$ cat src/crast_pkg.sv
package crast_pkg;

	localparam int RADIUS_BITS = 12;
	localparam int COORD_BITS  = 16;

	// Octant walk widths, derived from the radius width (SUM_W also from the coordinate width).
	localparam int XY_W   = RADIUS_BITS + 1;
	localparam int STEP_W = RADIUS_BITS + 2;
	localparam int ERR_W  = RADIUS_BITS + 4;
	localparam int DIAM_W = RADIUS_BITS + 1;
	localparam int SUM_W  = (COORD_BITS > XY_W) ? COORD_BITS : XY_W;

	localparam logic CMD_START = 1'b0;
	localparam logic CMD_STEP  = 1'b1;

	localparam int QUEUE_DEPTH = 2;
	localparam int QPTR_W      = $clog2(QUEUE_DEPTH);
	localparam int QCNT_W      = $clog2(QUEUE_DEPTH + 1);

	localparam int PTS_PER_STEP = 8;
	localparam int PT_W         = $clog2(PTS_PER_STEP);
	localparam logic [PT_W-1:0] PT_LAST = PT_W'(PTS_PER_STEP - 1);

	// One octant position to be expanded into its eight symmetric points.
	typedef struct packed {
		logic signed [COORD_BITS-1:0] cx;
		logic signed [COORD_BITS-1:0] cy;
		logic signed [XY_W-1:0]       x;
		logic signed [XY_W-1:0]       y;
		logic                         done;
	} step_rec_t;

endpackage

$ cat src/crast_in_if.sv
interface crast_in_if;
	logic                                   valid;
	logic                                   ready;
	logic                                   command;
	logic signed [crast_pkg::COORD_BITS-1:0] center_x;
	logic signed [crast_pkg::COORD_BITS-1:0] center_y;
	logic [crast_pkg::RADIUS_BITS-1:0]       radius;

	modport source (output valid, command, center_x, center_y, radius, input ready);
	modport sink (input valid, command, center_x, center_y, radius, output ready);
endinterface

$ cat src/crast_out_if.sv
interface crast_out_if;
	logic                                   valid;
	logic                                   ready;
	logic signed [crast_pkg::COORD_BITS-1:0] point_x;
	logic signed [crast_pkg::COORD_BITS-1:0] point_y;
	logic                                   last_of_step;
	logic                                   circle_done;

	modport source (output valid, point_x, point_y, last_of_step, circle_done, input ready);
	modport sink (input valid, point_x, point_y, last_of_step, circle_done, output ready);
endinterface

$ cat src/crast_front.sv
module crast_front (
	input  logic                 clk,
	input  logic                 arst_n,
	crast_in_if.sink             cmd,
	input  logic                 q_full,
	output logic                 q_push,
	output crast_pkg::step_rec_t q_rec
);

	logic signed [crast_pkg::XY_W-1:0]       cur_x_q, cur_y_q;
	logic [crast_pkg::STEP_W-1:0]            step_tx_q, step_ty_q;
	logic signed [crast_pkg::ERR_W-1:0]      error_q;
	logic [crast_pkg::DIAM_W-1:0]            diam_q;
	logic signed [crast_pkg::COORD_BITS-1:0] cx_q, cy_q;
	logic                                    active_q;

	logic                                    take;
	logic                                    finished;
	logic                                    do_step;
	logic                                    y_move, x_move;
	logic signed [crast_pkg::ERR_W-1:0]      e1, e2;
	logic signed [crast_pkg::XY_W-1:0]       x1, y1;
	logic [crast_pkg::STEP_W-1:0]            ty1, tx1;
	logic [crast_pkg::DIAM_W-1:0]            start_diam;

	assign cmd.ready = !q_full;
	assign take      = cmd.valid && cmd.ready;
	assign finished  = cur_x_q < cur_y_q;
	assign do_step   = take && (cmd.command == crast_pkg::CMD_STEP) && active_q && !finished;

	always_comb begin
		y_move = (error_q <= 0);
		e1     = y_move ? error_q + $signed(crast_pkg::ERR_W'(step_ty_q)) : error_q;
		y1     = y_move ? cur_y_q + crast_pkg::XY_W'(1) : cur_y_q;
		ty1    = y_move ? step_ty_q + crast_pkg::STEP_W'(2) : step_ty_q;
		x_move = (e1 > 0);
		tx1    = x_move ? step_tx_q + crast_pkg::STEP_W'(2) : step_tx_q;
		x1     = x_move ? cur_x_q - crast_pkg::XY_W'(1) : cur_x_q;
		e2     = x_move ? e1 + $signed(crast_pkg::ERR_W'(tx1))
			- $signed(crast_pkg::ERR_W'(diam_q)) : e1;
		start_diam = {cmd.radius, 1'b0};
	end

	assign q_push       = do_step;
	assign q_rec.cx     = cx_q;
	assign q_rec.cy     = cy_q;
	assign q_rec.x      = cur_x_q;
	assign q_rec.y      = cur_y_q;
	assign q_rec.done   = x1 < y1;

	always_ff @(posedge clk or negedge arst_n) begin
		if (!arst_n) begin
			cur_x_q   <= '0;
			cur_y_q   <= '0;
			step_tx_q <= crast_pkg::STEP_W'(1);
			step_ty_q <= crast_pkg::STEP_W'(1);
			error_q   <= '0;
			diam_q    <= '0;
			cx_q      <= '0;
			cy_q      <= '0;
			active_q  <= 1'b0;
		end else if (take) begin
			if (cmd.command == crast_pkg::CMD_START) begin
				cx_q      <= cmd.center_x;
				cy_q      <= cmd.center_y;
				diam_q    <= start_diam;
				cur_x_q   <= crast_pkg::XY_W'(cmd.radius) - crast_pkg::XY_W'(1);
				cur_y_q   <= '0;
				step_tx_q <= crast_pkg::STEP_W'(1);
				step_ty_q <= crast_pkg::STEP_W'(1);
				error_q   <= crast_pkg::ERR_W'(1) - $signed(crast_pkg::ERR_W'(start_diam));
				active_q  <= (cmd.radius != '0);
			end else if (do_step) begin
				cur_x_q   <= x1;
				cur_y_q   <= y1;
				step_tx_q <= tx1;
				step_ty_q <= ty1;
				error_q   <= e2;
				active_q  <= !(x1 < y1);
			end else begin
				active_q  <= 1'b0;
			end
		end
	end

endmodule

$ cat src/crast_queue.sv
module crast_queue (
	input  logic                 clk,
	input  logic                 arst_n,
	input  logic                 push,
	input  crast_pkg::step_rec_t push_rec,
	output logic                 full,
	input  logic                 pop,
	output logic                 avail,
	output crast_pkg::step_rec_t head
);

	crast_pkg::step_rec_t               mem_q [crast_pkg::QUEUE_DEPTH];
	logic [crast_pkg::QPTR_W-1:0]       wr_q, rd_q;
	logic [crast_pkg::QCNT_W-1:0]       cnt_q;

	assign full  = (cnt_q == crast_pkg::QCNT_W'(crast_pkg::QUEUE_DEPTH));
	assign avail = (cnt_q != '0);
	assign head  = mem_q[rd_q];

	always_ff @(posedge clk) begin
		if (push) begin
			mem_q[wr_q] <= push_rec;
		end
	end

	always_ff @(posedge clk or negedge arst_n) begin
		if (!arst_n) begin
			wr_q  <= '0;
			rd_q  <= '0;
			cnt_q <= '0;
		end else begin
			if (push) begin
				wr_q <= wr_q + crast_pkg::QPTR_W'(1);
			end
			if (pop) begin
				rd_q <= rd_q + crast_pkg::QPTR_W'(1);
			end
			cnt_q <= cnt_q + crast_pkg::QCNT_W'(push) - crast_pkg::QCNT_W'(pop);
		end
	end

endmodule

$ cat src/crast_back.sv
module crast_back (
	input  logic                 clk,
	input  logic                 arst_n,
	input  logic                 avail,
	input  crast_pkg::step_rec_t head,
	output logic                 pop,
	crast_out_if.source          pix
);

	logic [crast_pkg::PT_W-1:0]        k_q;
	logic                              valid_q;
	logic                              load;
	logic signed [crast_pkg::XY_W-1:0] dx, dy;
	logic signed [crast_pkg::SUM_W-1:0] sx, sy;

	assign load = avail && (!valid_q || pix.ready);
	assign pop  = load && (k_q == crast_pkg::PT_LAST);
	assign pix.valid = valid_q;

	// Pick the symmetric offset for this point.
	always_comb begin
		unique case (k_q)
			3'd0: begin dx = head.x;  dy = -head.y; end
			3'd1: begin dx = head.x;  dy = head.y;  end
			3'd2: begin dx = -head.x; dy = -head.y; end
			3'd3: begin dx = -head.x; dy = head.y;  end
			3'd4: begin dx = head.y;  dy = -head.x; end
			3'd5: begin dx = head.y;  dy = head.x;  end
			3'd6: begin dx = -head.y; dy = -head.x; end
			3'd7: begin dx = -head.y; dy = head.x;  end
		endcase
		sx = crast_pkg::SUM_W'(head.cx) + crast_pkg::SUM_W'(dx);
		sy = crast_pkg::SUM_W'(head.cy) + crast_pkg::SUM_W'(dy);
	end

	always_ff @(posedge clk) begin
		if (load) begin
			pix.point_x      <= sx[crast_pkg::COORD_BITS-1:0];
			pix.point_y      <= sy[crast_pkg::COORD_BITS-1:0];
			pix.last_of_step <= (k_q == crast_pkg::PT_LAST);
			pix.circle_done  <= head.done;
		end
	end

	always_ff @(posedge clk or negedge arst_n) begin
		if (!arst_n) begin
			k_q     <= '0;
			valid_q <= 1'b0;
		end else begin
			if (load) begin
				k_q     <= k_q + crast_pkg::PT_W'(1);
				valid_q <= 1'b1;
			end else if (pix.ready) begin
				valid_q <= 1'b0;
			end
		end
	end

endmodule

$ cat src/midpoint_circle_rasterizer.sv
// An accepted step item is written into the step queue, and its first point is then
// registered into the output register; earlier queued steps or output back-pressure can hold it.
// Throughput: one point per cycle from the output register while pix.ready is high;
// a start item yields no point.
// The two-entry step queue sets how far the command side runs ahead.
// Reset (arst_n low, asynchronous) drops any running circle and empties the queue.
module midpoint_circle_rasterizer (
	input  logic        clk,
	input  logic        arst_n,
	crast_in_if.sink    cmd,
	crast_out_if.source pix
);

	crast_pkg::step_rec_t push_rec;
	crast_pkg::step_rec_t head;
	logic                 push, full, pop, avail;

	// Front: accept commands, walk the octant, queue one record per live step.
	crast_front u_front (
		.clk    (clk),
		.arst_n (arst_n),
		.cmd    (cmd),
		.q_full (full),
		.q_push (push),
		.q_rec  (push_rec)
	);

	// Decouple the command walk from the point output.
	crast_queue u_queue (
		.clk      (clk),
		.arst_n   (arst_n),
		.push     (push),
		.push_rec (push_rec),
		.full     (full),
		.pop      (pop),
		.avail    (avail),
		.head     (head)
	);

	// Back: expand each record into eight points, one per cycle while the output is not stalled.
	crast_back u_back (
		.clk    (clk),
		.arst_n (arst_n),
		.avail  (avail),
		.head   (head),
		.pop    (pop),
		.pix    (pix)
	);

endmodule
$ cat src/flat_wrapper.sv
// flat-port wrapper written by rule: the top's interface ports become plain ports
module midpoint_circle_rasterizer_flat 
  (clk, arst_n, cmd_valid, cmd_command, cmd_center_x, cmd_center_y, cmd_radius, cmd_ready, pix_valid, pix_point_x, pix_point_y, pix_last_of_step, pix_circle_done, pix_ready);
  crast_in_if cmd_i ();
  crast_out_if pix_i ();
  input  logic clk;
  input  logic arst_n;
  input wire logic [$bits(cmd_i.valid)-1:0] cmd_valid;
  input wire logic [$bits(cmd_i.command)-1:0] cmd_command;
  input wire logic [$bits(cmd_i.center_x)-1:0] cmd_center_x;
  input wire logic [$bits(cmd_i.center_y)-1:0] cmd_center_y;
  input wire logic [$bits(cmd_i.radius)-1:0] cmd_radius;
  output wire logic [$bits(cmd_i.ready)-1:0] cmd_ready;
  output wire logic [$bits(pix_i.valid)-1:0] pix_valid;
  output wire logic [$bits(pix_i.point_x)-1:0] pix_point_x;
  output wire logic [$bits(pix_i.point_y)-1:0] pix_point_y;
  output wire logic [$bits(pix_i.last_of_step)-1:0] pix_last_of_step;
  output wire logic [$bits(pix_i.circle_done)-1:0] pix_circle_done;
  input wire logic [$bits(pix_i.ready)-1:0] pix_ready;
  assign cmd_i.valid = cmd_valid;
  assign cmd_i.command = cmd_command;
  assign cmd_i.center_x = cmd_center_x;
  assign cmd_i.center_y = cmd_center_y;
  assign cmd_i.radius = cmd_radius;
  assign cmd_ready = cmd_i.ready;
  assign pix_valid = pix_i.valid;
  assign pix_point_x = pix_i.point_x;
  assign pix_point_y = pix_i.point_y;
  assign pix_last_of_step = pix_i.last_of_step;
  assign pix_circle_done = pix_i.circle_done;
  assign pix_i.ready = pix_ready;
  midpoint_circle_rasterizer u_core (.clk(clk), .arst_n(arst_n), .cmd(cmd_i), .pix(pix_i));
endmodule
$ cat config.mk
export PLATFORM = sky130hd
export DESIGN_NAME = midpoint_circle_rasterizer_flat
export DESIGN_NICKNAME = d
export VERILOG_FILES = /design/src/crast_pkg.sv /design/src/crast_in_if.sv /design/src/crast_out_if.sv /design/src/crast_front.sv /design/src/crast_queue.sv /design/src/crast_back.sv /design/src/midpoint_circle_rasterizer.sv /design/src/flat_wrapper.sv
export SDC_FILE = /design/constraint.sdc
export NUM_CORES = 1
export LEC_CHECK = 0
export BUFFER_PORTS_ARGS = -buffer_cell sky130_fd_sc_hd__buf_2
export CAP_MARGIN = 20
export CORE_ASPECT_RATIO = 2
export CORE_MARGIN = 1.5
export CORE_UTILIZATION = 31
export CTS_BUF_LIST = sky130_fd_sc_hd__clkbuf_8
export CTS_CLUSTER_DIAMETER = 30
export CTS_CLUSTER_SIZE = 25
export DETAILED_ROUTE_END_ITERATION = 8
export PLACE_DENSITY_LB_ADDON = 0.1
export SKIP_LAST_GASP = 1
export SLEW_MARGIN = 20
export SYNTH_ARGS = -nofsm -noshare
export SYNTH_HDL_FRONTEND = slang
export SYNTH_SLANG_ARGS = --single-unit
$ cat constraint.sdc
create_clock -name clk -period 14.4 [get_ports clk]
set_input_delay 2.16 -clock clk [delete_from_list [all_inputs] [get_ports clk]]
set_output_delay 2.16 -clock clk [all_outputs]
set_load 0.005 [all_outputs]
==> impl_metrics.csv, run 1 <==
group,metric,value,unit
critical_path,cp.required,14930,ps
power_and_ir_drop,power.internal,2.81,mW
logic_synthesis,yosys-top-cells-area,"edfxtp_1, dfrtp_1, ha_1",
logic_synthesis,ys_seq_area_share,46.3,%
placed_design,place_congestion,0.890,
power_and_ir_drop,clock_power_share,16.0,%
critical_path,critPathMaxStageDelay,540,ps
logic_synthesis,yosys.area_share.simple,15.2,%
critical_path,path_max_fanout,17,
critical_path,worst_setup_path_end_kind,"flop",
logic_synthesis,yosysUniqueCellTypes,81,
critical_path,cp.arrival,7870,ps
global_route,grt_max_degree,72,
logic_synthesis,synth.cell_area,0.0164,mm²
timing,fin_worst_skew,40.9,ps
power_and_ir_drop,p_switching,2.36,mW
detailed_routing,wl_per_cell,20.8,µm
timing,maxSlewHeadroom,23.6,%
worst_hold_path,hp-start,"u_core.u_front.cy_q[0]$_DFFE_PN0P_",
detailed_routing,vias_per_cell,5.19,
clock_network,root_buffer,"clkbuf_8",
timing,hold_viol_final,0,
clock_network,cts_setup_buffers,0,
global_route,grt_first_pass_wirelength,75800,µm
layout,drive_gt1_share,16.0,%
power_and_ir_drop,leakage,7.75,nW
clock_network,cts_buffer_depth,3,
timing,rsz0062_at_grt,"no",
clock_network,clk_pin_slew,80,ps
logic_synthesis,muxShareOfSynthArea,5.61,%
timing,setup_viol,0,
detailed_routing,wirelength,50200,µm
timing,fin_setup_tns,0,ps
logic_synthesis,yosysMostFrequentCell,"nand2_1",
detailed_routing,drc_errors,0,
timing,finalCritPeriodShare,51.0,%
run_status,status,"finished clean",
placed_design,dp_hpwl,36800,µm
power_and_ir_drop,p_comb_share,57.2,%
floorplanning,die-width,166,µm
global_route,grtUsageTotal,18.4,%
logic_synthesis,synth_edf_count,152,
logic_synthesis,synthCells,1604,
critical_path,path_class,"reg2reg",
critical_path,r2r_start,"u_core.u_front.step_tx_q[0]$_DFFE_PN1P_",
clock_network,htreeDepth,2,
logic_synthesis,yosys-top-cells-count,"nand2_1, edfxtp_1, dfrtp_1, ha_1, nor2_1",
layout,final.fill_count,5319,
timing,drv_slew,0,
clock_network,cts_hold_buffers,0,
layout,syn_to_final_growth,14.6,%
power_and_ir_drop,pwr-share-seq,26.7,%
clock_network,cts_resized,0,
timing,setup_ws,7060,ps
detailed_routing,drtIter0Drc,610,
detailed_routing,ant_nets,0,
global_route,grt_antenna_before_repair,1,
clock_network,clkLatencyLatePin,660,ps
logic_synthesis,ys.flop_type,"edfxtp_1",
flow_run,max_cap_viol_count,0,
critical_path,slowest_stage,"dfstp_2",
power_and_ir_drop,p_sw_share,45.7,%
logic_synthesis,yosys.area_share.adder,9.44,%
detailed_routing,vias,12500,
logic_synthesis,async_reset_ff_share,44.5,%
placed_design,io_buffer_count,84,
logic_synthesis,synth_top_area_share,27.8,%
critical_path,startpoint_type,"flop",
floorplanning,die_h,329,µm
floorplanning,fp.dieArea,0.0545,mm²
logic_synthesis,syn_avg_cell_area,10.2,µm²
logic_synthesis,synth_warnings,0,
timing,fmax,0.136,GHz
timing,max_slew.worst_pin.slew,1140,ps
clock_network,cts_made_buffers,51,
floorplanning,pin_count,85,
logic_synthesis,synth_top_family_by_area,"simple AND/OR/NAND/NOR gates",
logic_synthesis,syn_nets,1768,
power_and_ir_drop,p_per_area,275,mW/mm²
critical_path,ff2ff_setup_slack,7060,ps
logic_synthesis,synth_area_leader_cell,"edfxtp_1",
logic_synthesis,ys_seq_elements,274,
placed_design,dpl_worst_slack,7100,ps
clock_network,clock_sinks,274,
logic_synthesis,synth_compound_area_share,14.5,%
floorplanning,start_util,31.3,%
detailed_routing,dr.pass1.iters,5,
floorplanning,rows,119,
critical_path,crit_start,"u_core.u_front.step_tx_q[0]$_DFFE_PN1P_",
timing,min_period,7340,ps
global_route,grt_overflow,0,
floorplanning,core-area,0.0526,mm²
clock_network,cts_tree,"yes",
global_route,first_global_vias,12800,
layout,nets,1864,
power_and_ir_drop,vdd_drop_max,0.120,mV
worst_hold_path,hold_path.class,"reg2reg",
logic_synthesis,synth_xor_area_share,5.65,%
[path summary, 6_finish.rpt]
| path | to | cells past startpoint |
|---|---|---|
| hold / removal | u_core.u_queue.mem_q[1][27]$_DFFE_PP_ | 0 |
| setup / recovery | u_core.u_front.error_q[15]$_DFFE_PN0P_ | 32 |
| setup reg to reg | u_core.u_front.error_q[15]$_DFFE_PN0P_ | 32 |
| hold reg to reg | u_core.u_queue.mem_q[1][27]$_DFFE_PP_ | 0 |
| max in group asynchronous | u_core.u_front.step_ty_q[3]$_DFFE_PN0P_ | 2 |
| min in group asynchronous | u_core.u_front.cy_q[12]$_DFFE_PN0P_ | 1 |
[through the flow]
step | cells | util [%] | hold slack, ps | area [µm²] | power, mW
floorplan | 1604 | - | 440 | 16400 | 3.49
global placement | 2312 | 33.6 | 448 | 17700 | 4.37
detailed placement | 2312 | 33.6 | 452 | 17700 | 4.39
CTS | 2408 | 35.8 | 458 | 18800 | 5.26
global route | 2409 | 35.8 | 471 | 18800 | 5.61
finish | 2409 | 35.8 | 453 | 18800 | 5.17
[critical path, delay by kind of cell, from the launching register on]
family | cells | cell delay [ps]
xor gates and xnor gates | 2 | 350
buffers and inverters | 2 | 360
and+or+nand+nor | 7 | 1160
adders and majority gates | 5 | 1530
AOI/OAI and AO/OA | 16 | 3280
DFF | 1 | 540
[cell usage in the layout, fill, tap and decap left out, types with 10 or more instances in the layout]
| cell | netlist | final |
|---|---|---|
| edfxtp_1 | 152 | 152 |
| o21a_1 | 12 | 12 |
| o211ai_1 | 12 | 12 |
| mux2i_1 | 37 | 37 |
| inv_1 | 70 | 73 |
| buf_2 | 4 | 83 |
| xnor2_1 | 75 | 75 |
| mux2_2 | 45 | 45 |
| nand4_1 | 14 | 14 |
| nand2b_1 | 20 | 19 |
| and3_1 | 16 | 15 |
| o21ai_0 | 86 | 85 |
| clkbuf_8 | 0 | 55 |
| nor4_1 | 10 | 10 |
| nand3_1 | 34 | 34 |
| o22ai_1 | 20 | 20 |
| nor2_1 | 89 | 87 |
| nand2_1 | 231 | 231 |
| a21o_1 | 35 | 35 |
| buf_4 | 0 | 25 |
| nor3_1 | 35 | 35 |
| dfrtp_1 | 121 | 120 |
| or3_1 | 11 | 11 |
| fa_1 | 15 | 15 |
| ha_1 | 100 | 100 |
| xor2_1 | 31 | 31 |
| a21oi_1 | 77 | 76 |
| nor2b_1 | 10 | 10 |
| a31oi_1 | 21 | 20 |
[cells by family (layout without fill, tap and decap cells)]
kind of cell / Yosys count / count (layout)
AND/OR/NAND/NOR: 524 / 524
flip-flops: 274 / 274
XOR/XNOR: 106 / 106
other: 0 / 1
AO/OA/AOI/OAI: 362 / 362
multiplexers: 84 / 84
buffers and inverters: 139 / 278
adder cells (fa/ha/maj): 115 / 115
[layout make-up]
class | instances | area (µm²) | area share, %
antenna | 1 | 2.50 | 0.0133
timing repair buffer | 109 | 614 | 3.26
inverter | 73 | 274 | 1.45
clock buffer | 55 | 757 | 4.02
tap | 665 | 832 | 4.42
clock inverter | 41 | 392 | 2.08
sequential | 274 | 7620 | 40.5
multi-input combinational | 1191 | 8340 | 44.3
[power groups by stage]
stage / combinational (mW) / sequential [mW] / clock [mW]
final: 2.96 / 1.38 / 0.830
after global routing: 3.31 / 1.41 / 0.894
after CTS: 3.01 / 1.39 / 0.865
after detailed placement: 2.99 / 1.40 / 0
after global placement: 2.98 / 1.40 / 0
after floorplan: 2.16 / 1.33 / 0
[layer usage]
| metal | routed length (µm) | up-vias | track usage (%) |
|---|---|---|---|
| li1 | - | 6071 | - |
| met1 | 16900 | 6035 | 16.8 |
| met2 | 28300 | 262 | 37.0 |
| met3 | 1430 | 130 | 2.35 |
| met4 | 3520 | 0 | 12.4 |
| met5 | 0 | - | 0 |
[registers in the layout, indices dropped and copies added, names as in the netlist, 12 cells and up]
| name | cells |
|---|---|
| u_core.u_back.pix.point_x | 16 |
| u_core.u_back.pix.point_y | 16 |
| u_core.u_front.cur_x_q | 13 |
| u_core.u_front.cur_y_q | 13 |
| u_core.u_front.cx_q | 16 |
| u_core.u_front.cy_q | 16 |
| u_core.u_front.diam_q | 12 |
| u_core.u_front.error_q | 16 |
| u_core.u_front.step_tx_q | 14 |
| u_core.u_front.step_ty_q | 13 |
| u_core.u_queue.mem_q | 118 |
Note: power is estimated with default switching activity, not from simulation.
==> run 2: changes to the inputs <==
clock period = 6.1 ns   (was 14.4 ns; I/O delays follow)
==> impl_metrics.csv, run 2 (synthesis results as in run 1) <==
group,metric,value,unit
run_status,status,"finished clean",
floorplanning,pin_count,85,
clock_network,clk_pin_slew,70,ps
power_and_ir_drop,power.internal,7.95,mW
global_route,grtUsageTotal,20.1,%
power_and_ir_drop,total_power,14.1,mW
global_route,first_global_vias,14100,
detailed_routing,drtIter0Drc,545,
layout,regMostFlops,"u_core.u_queue.mem_q",
layout,layout_commonest_cell,"nand2_1",
floorplanning,start_util,31.3,%
power_and_ir_drop,p_per_area,695,mW/mm²
placed_design,dp_hpwl,41800,µm
timing,rsz0062_at_grt,"yes",
layout,final.fill_count,5298,
layout,drive_gt1_share,23.9,%
detailed_routing,vias,13200,
critical_path,worst_setup_path_end_kind,"flop",
global_route,grt_overflow,0,
power_and_ir_drop,leakage,8.56,nW
clock_network,htreeDepth,2,
clock_network,cts_made_buffers,54,
power_and_ir_drop,p_sw_share,43.7,%
timing,drv_slew,0,
clock_network,cts_tree,"yes",
flow_run,max_cap_viol_count,0,
detailed_routing,ant_nets,0,
layout,syn_to_final_growth,23.5,%
global_route,grt_first_pass_wirelength,82000,µm
timing,hold_viol_final,0,
timing,maxSlewHeadroom,31.4,%
worst_hold_path,hold_path.class,"in2async",
detailed_routing,wl_per_cell,21.6,µm
timing,fin_worst_skew,27.1,ps
critical_path,cp.arrival,6550,ps
clock_network,cts_hold_buffers,0,
power_and_ir_drop,pwr-share-seq,22.8,%
detailed_routing,wirelength,54800,µm
power_and_ir_drop,p_comb_share,60.2,%
detailed_routing,dr.pass1.iters,5,
layout,nets,1989,
clock_network,clock_sinks,274,
placed_design,io_buffer_count,84,
floorplanning,die-width,166,µm
timing,setup_viol,0,
timing,hold_slack,168,ps
power_and_ir_drop,vdd_drop_max,0.542,mV
critical_path,cpMostUsedCell,"o21ai_2",
detailed_routing,vias_per_cell,5.21,
power_and_ir_drop,p_switching,6.17,mW
global_route,grt_max_degree,71,
critical_path,path_max_fanout,4,
floorplanning,die_h,329,µm
timing,min_period,6040,ps
placed_design,place_congestion,0.902,
timing,fmax,0.166,GHz
power_and_ir_drop,clock_power_share,16.9,%
clock_network,clkLatencyLatePin,660,ps
layout,design_area,0.0203,mm²
critical_path,startpoint_type,"flop",
clock_network,root_buffer,"clkbuf_8",
layout,largest_reg_flops,118,
critical_path,cp.required,6610,ps
timing,max_slew.worst_pin.slew,1030,ps
floorplanning,fp.dieArea,0.0545,mm²
global_route,grt_antenna_before_repair,3,
placed_design,dpl_cell_area,0.0186,mm²
floorplanning,rows,119,
timing,finalCritPeriodShare,99.0,%
critical_path,critPathMaxStageDelay,550,ps
critical_path,path_class,"reg2reg",
clock_network,cts_buffer_depth,3,
critical_path,slowest_stage,"dfstp_2",
detailed_routing,drc_errors,0,
floorplanning,core-area,0.0526,mm²
layout,final_cell_mix,"nand2_1, edfxtp_1, buf_4",
## run 2: path summary, 6_finish.rpt
kind | from | to | slack, ps | depth (start not counted)
min reg2reg | u_core.u_front.cy_q[3]$_DFFE_PN0P_ | u_core.u_queue.mem_q[1][30]$_DFFE_PP_ | 460 | 0
max | u_core.u_front.step_tx_q[0]$_DFFE_PN1P_ | u_core.u_front.error_q[13]$_DFFE_PN0P_ | 60 | 31
max in group asynchronous | arst_n | u_core.u_queue.cnt_q[1]$_DFF_PN0_ | 4620 | 2
max reg2reg | u_core.u_front.step_tx_q[0]$_DFFE_PN1P_ | u_core.u_front.error_q[13]$_DFFE_PN0P_ | 60 | 31
min in group clk | cmd_center_y[9] | u_core.u_front.cy_q[9]$_DFFE_PN0P_ | 450 | 3
min | arst_n | u_core.u_front.cy_q[9]$_DFFE_PN0P_ | 170 | 1
## run 2: power groups by stage
stage | Combinational, mW | Clock [mW] | Sequential [mW]
floorplan | 5.15 | 0 | 3.13
CTS | 8.43 | 2.47 | 3.23
global route | 9.29 | 2.53 | 3.29
global placement | 8.00 | 0 | 3.25
detailed placement | 8.05 | 0 | 3.26
finish | 8.50 | 2.39 | 3.22
## run 2: worst max-delay path, delay by kind of cell (launching register included)
family                     cells  cell delay (ps)
xor gates and xnor gates       2              360
and+or+nand+nor                8             1200
adders and majority gates      5             1490
AOI/OAI and AO/OA             15             2240
buffers and inverters          1               40
DFF                            1              550
## run 2: layout make-up
cell class              count  area, µm²  area share [%]
flip-flops and latches    274       7620            37.6
clock buffers              61        840            4.14
multi-input cells        1191       8570            42.2
repair buffers            231       1590            7.82
well taps                 665        832            4.10
clock inverters            41        566            2.79
inverters                  73        274            1.35
diodes                      1       2.50          0.0123
## run 2: routing by layer
layer | up-vias | global-route usage [%] | routed length, µm | part of all wire [%]
met4 | 0 | 15.1 | 4340 | 7.9
met5 | - | 0 | 0 | 0
li1 | 6328 | - | - | -
met2 | 319 | 41.7 | 31600 | 58
met1 | 6407 | 16.8 | 17200 | 31
met3 | 161 | 2.59 | 1670 | 3.0
## run 2: per-stage QoR
step                setup WS, ps  util [%]  instances  TNS, ps
detailed placement          -289      35.3       2417    -1060
global route                -272      38.6       2537    -1200
global placement            -246      35.3       2417     -838
CTS                        -25.1      38.4       2532    -37.8
finish                      63.9      38.6       2537        0
floorplan                   9.75         -       1604        0
## run 2: what timing repair did
action                     in CTS  in global routing
hold endpoints to repair        0                  0
resized for setup              31                 11
pin swaps                      40                 30
buffers inserted               13                  4
setup endpoints to repair       6                 13
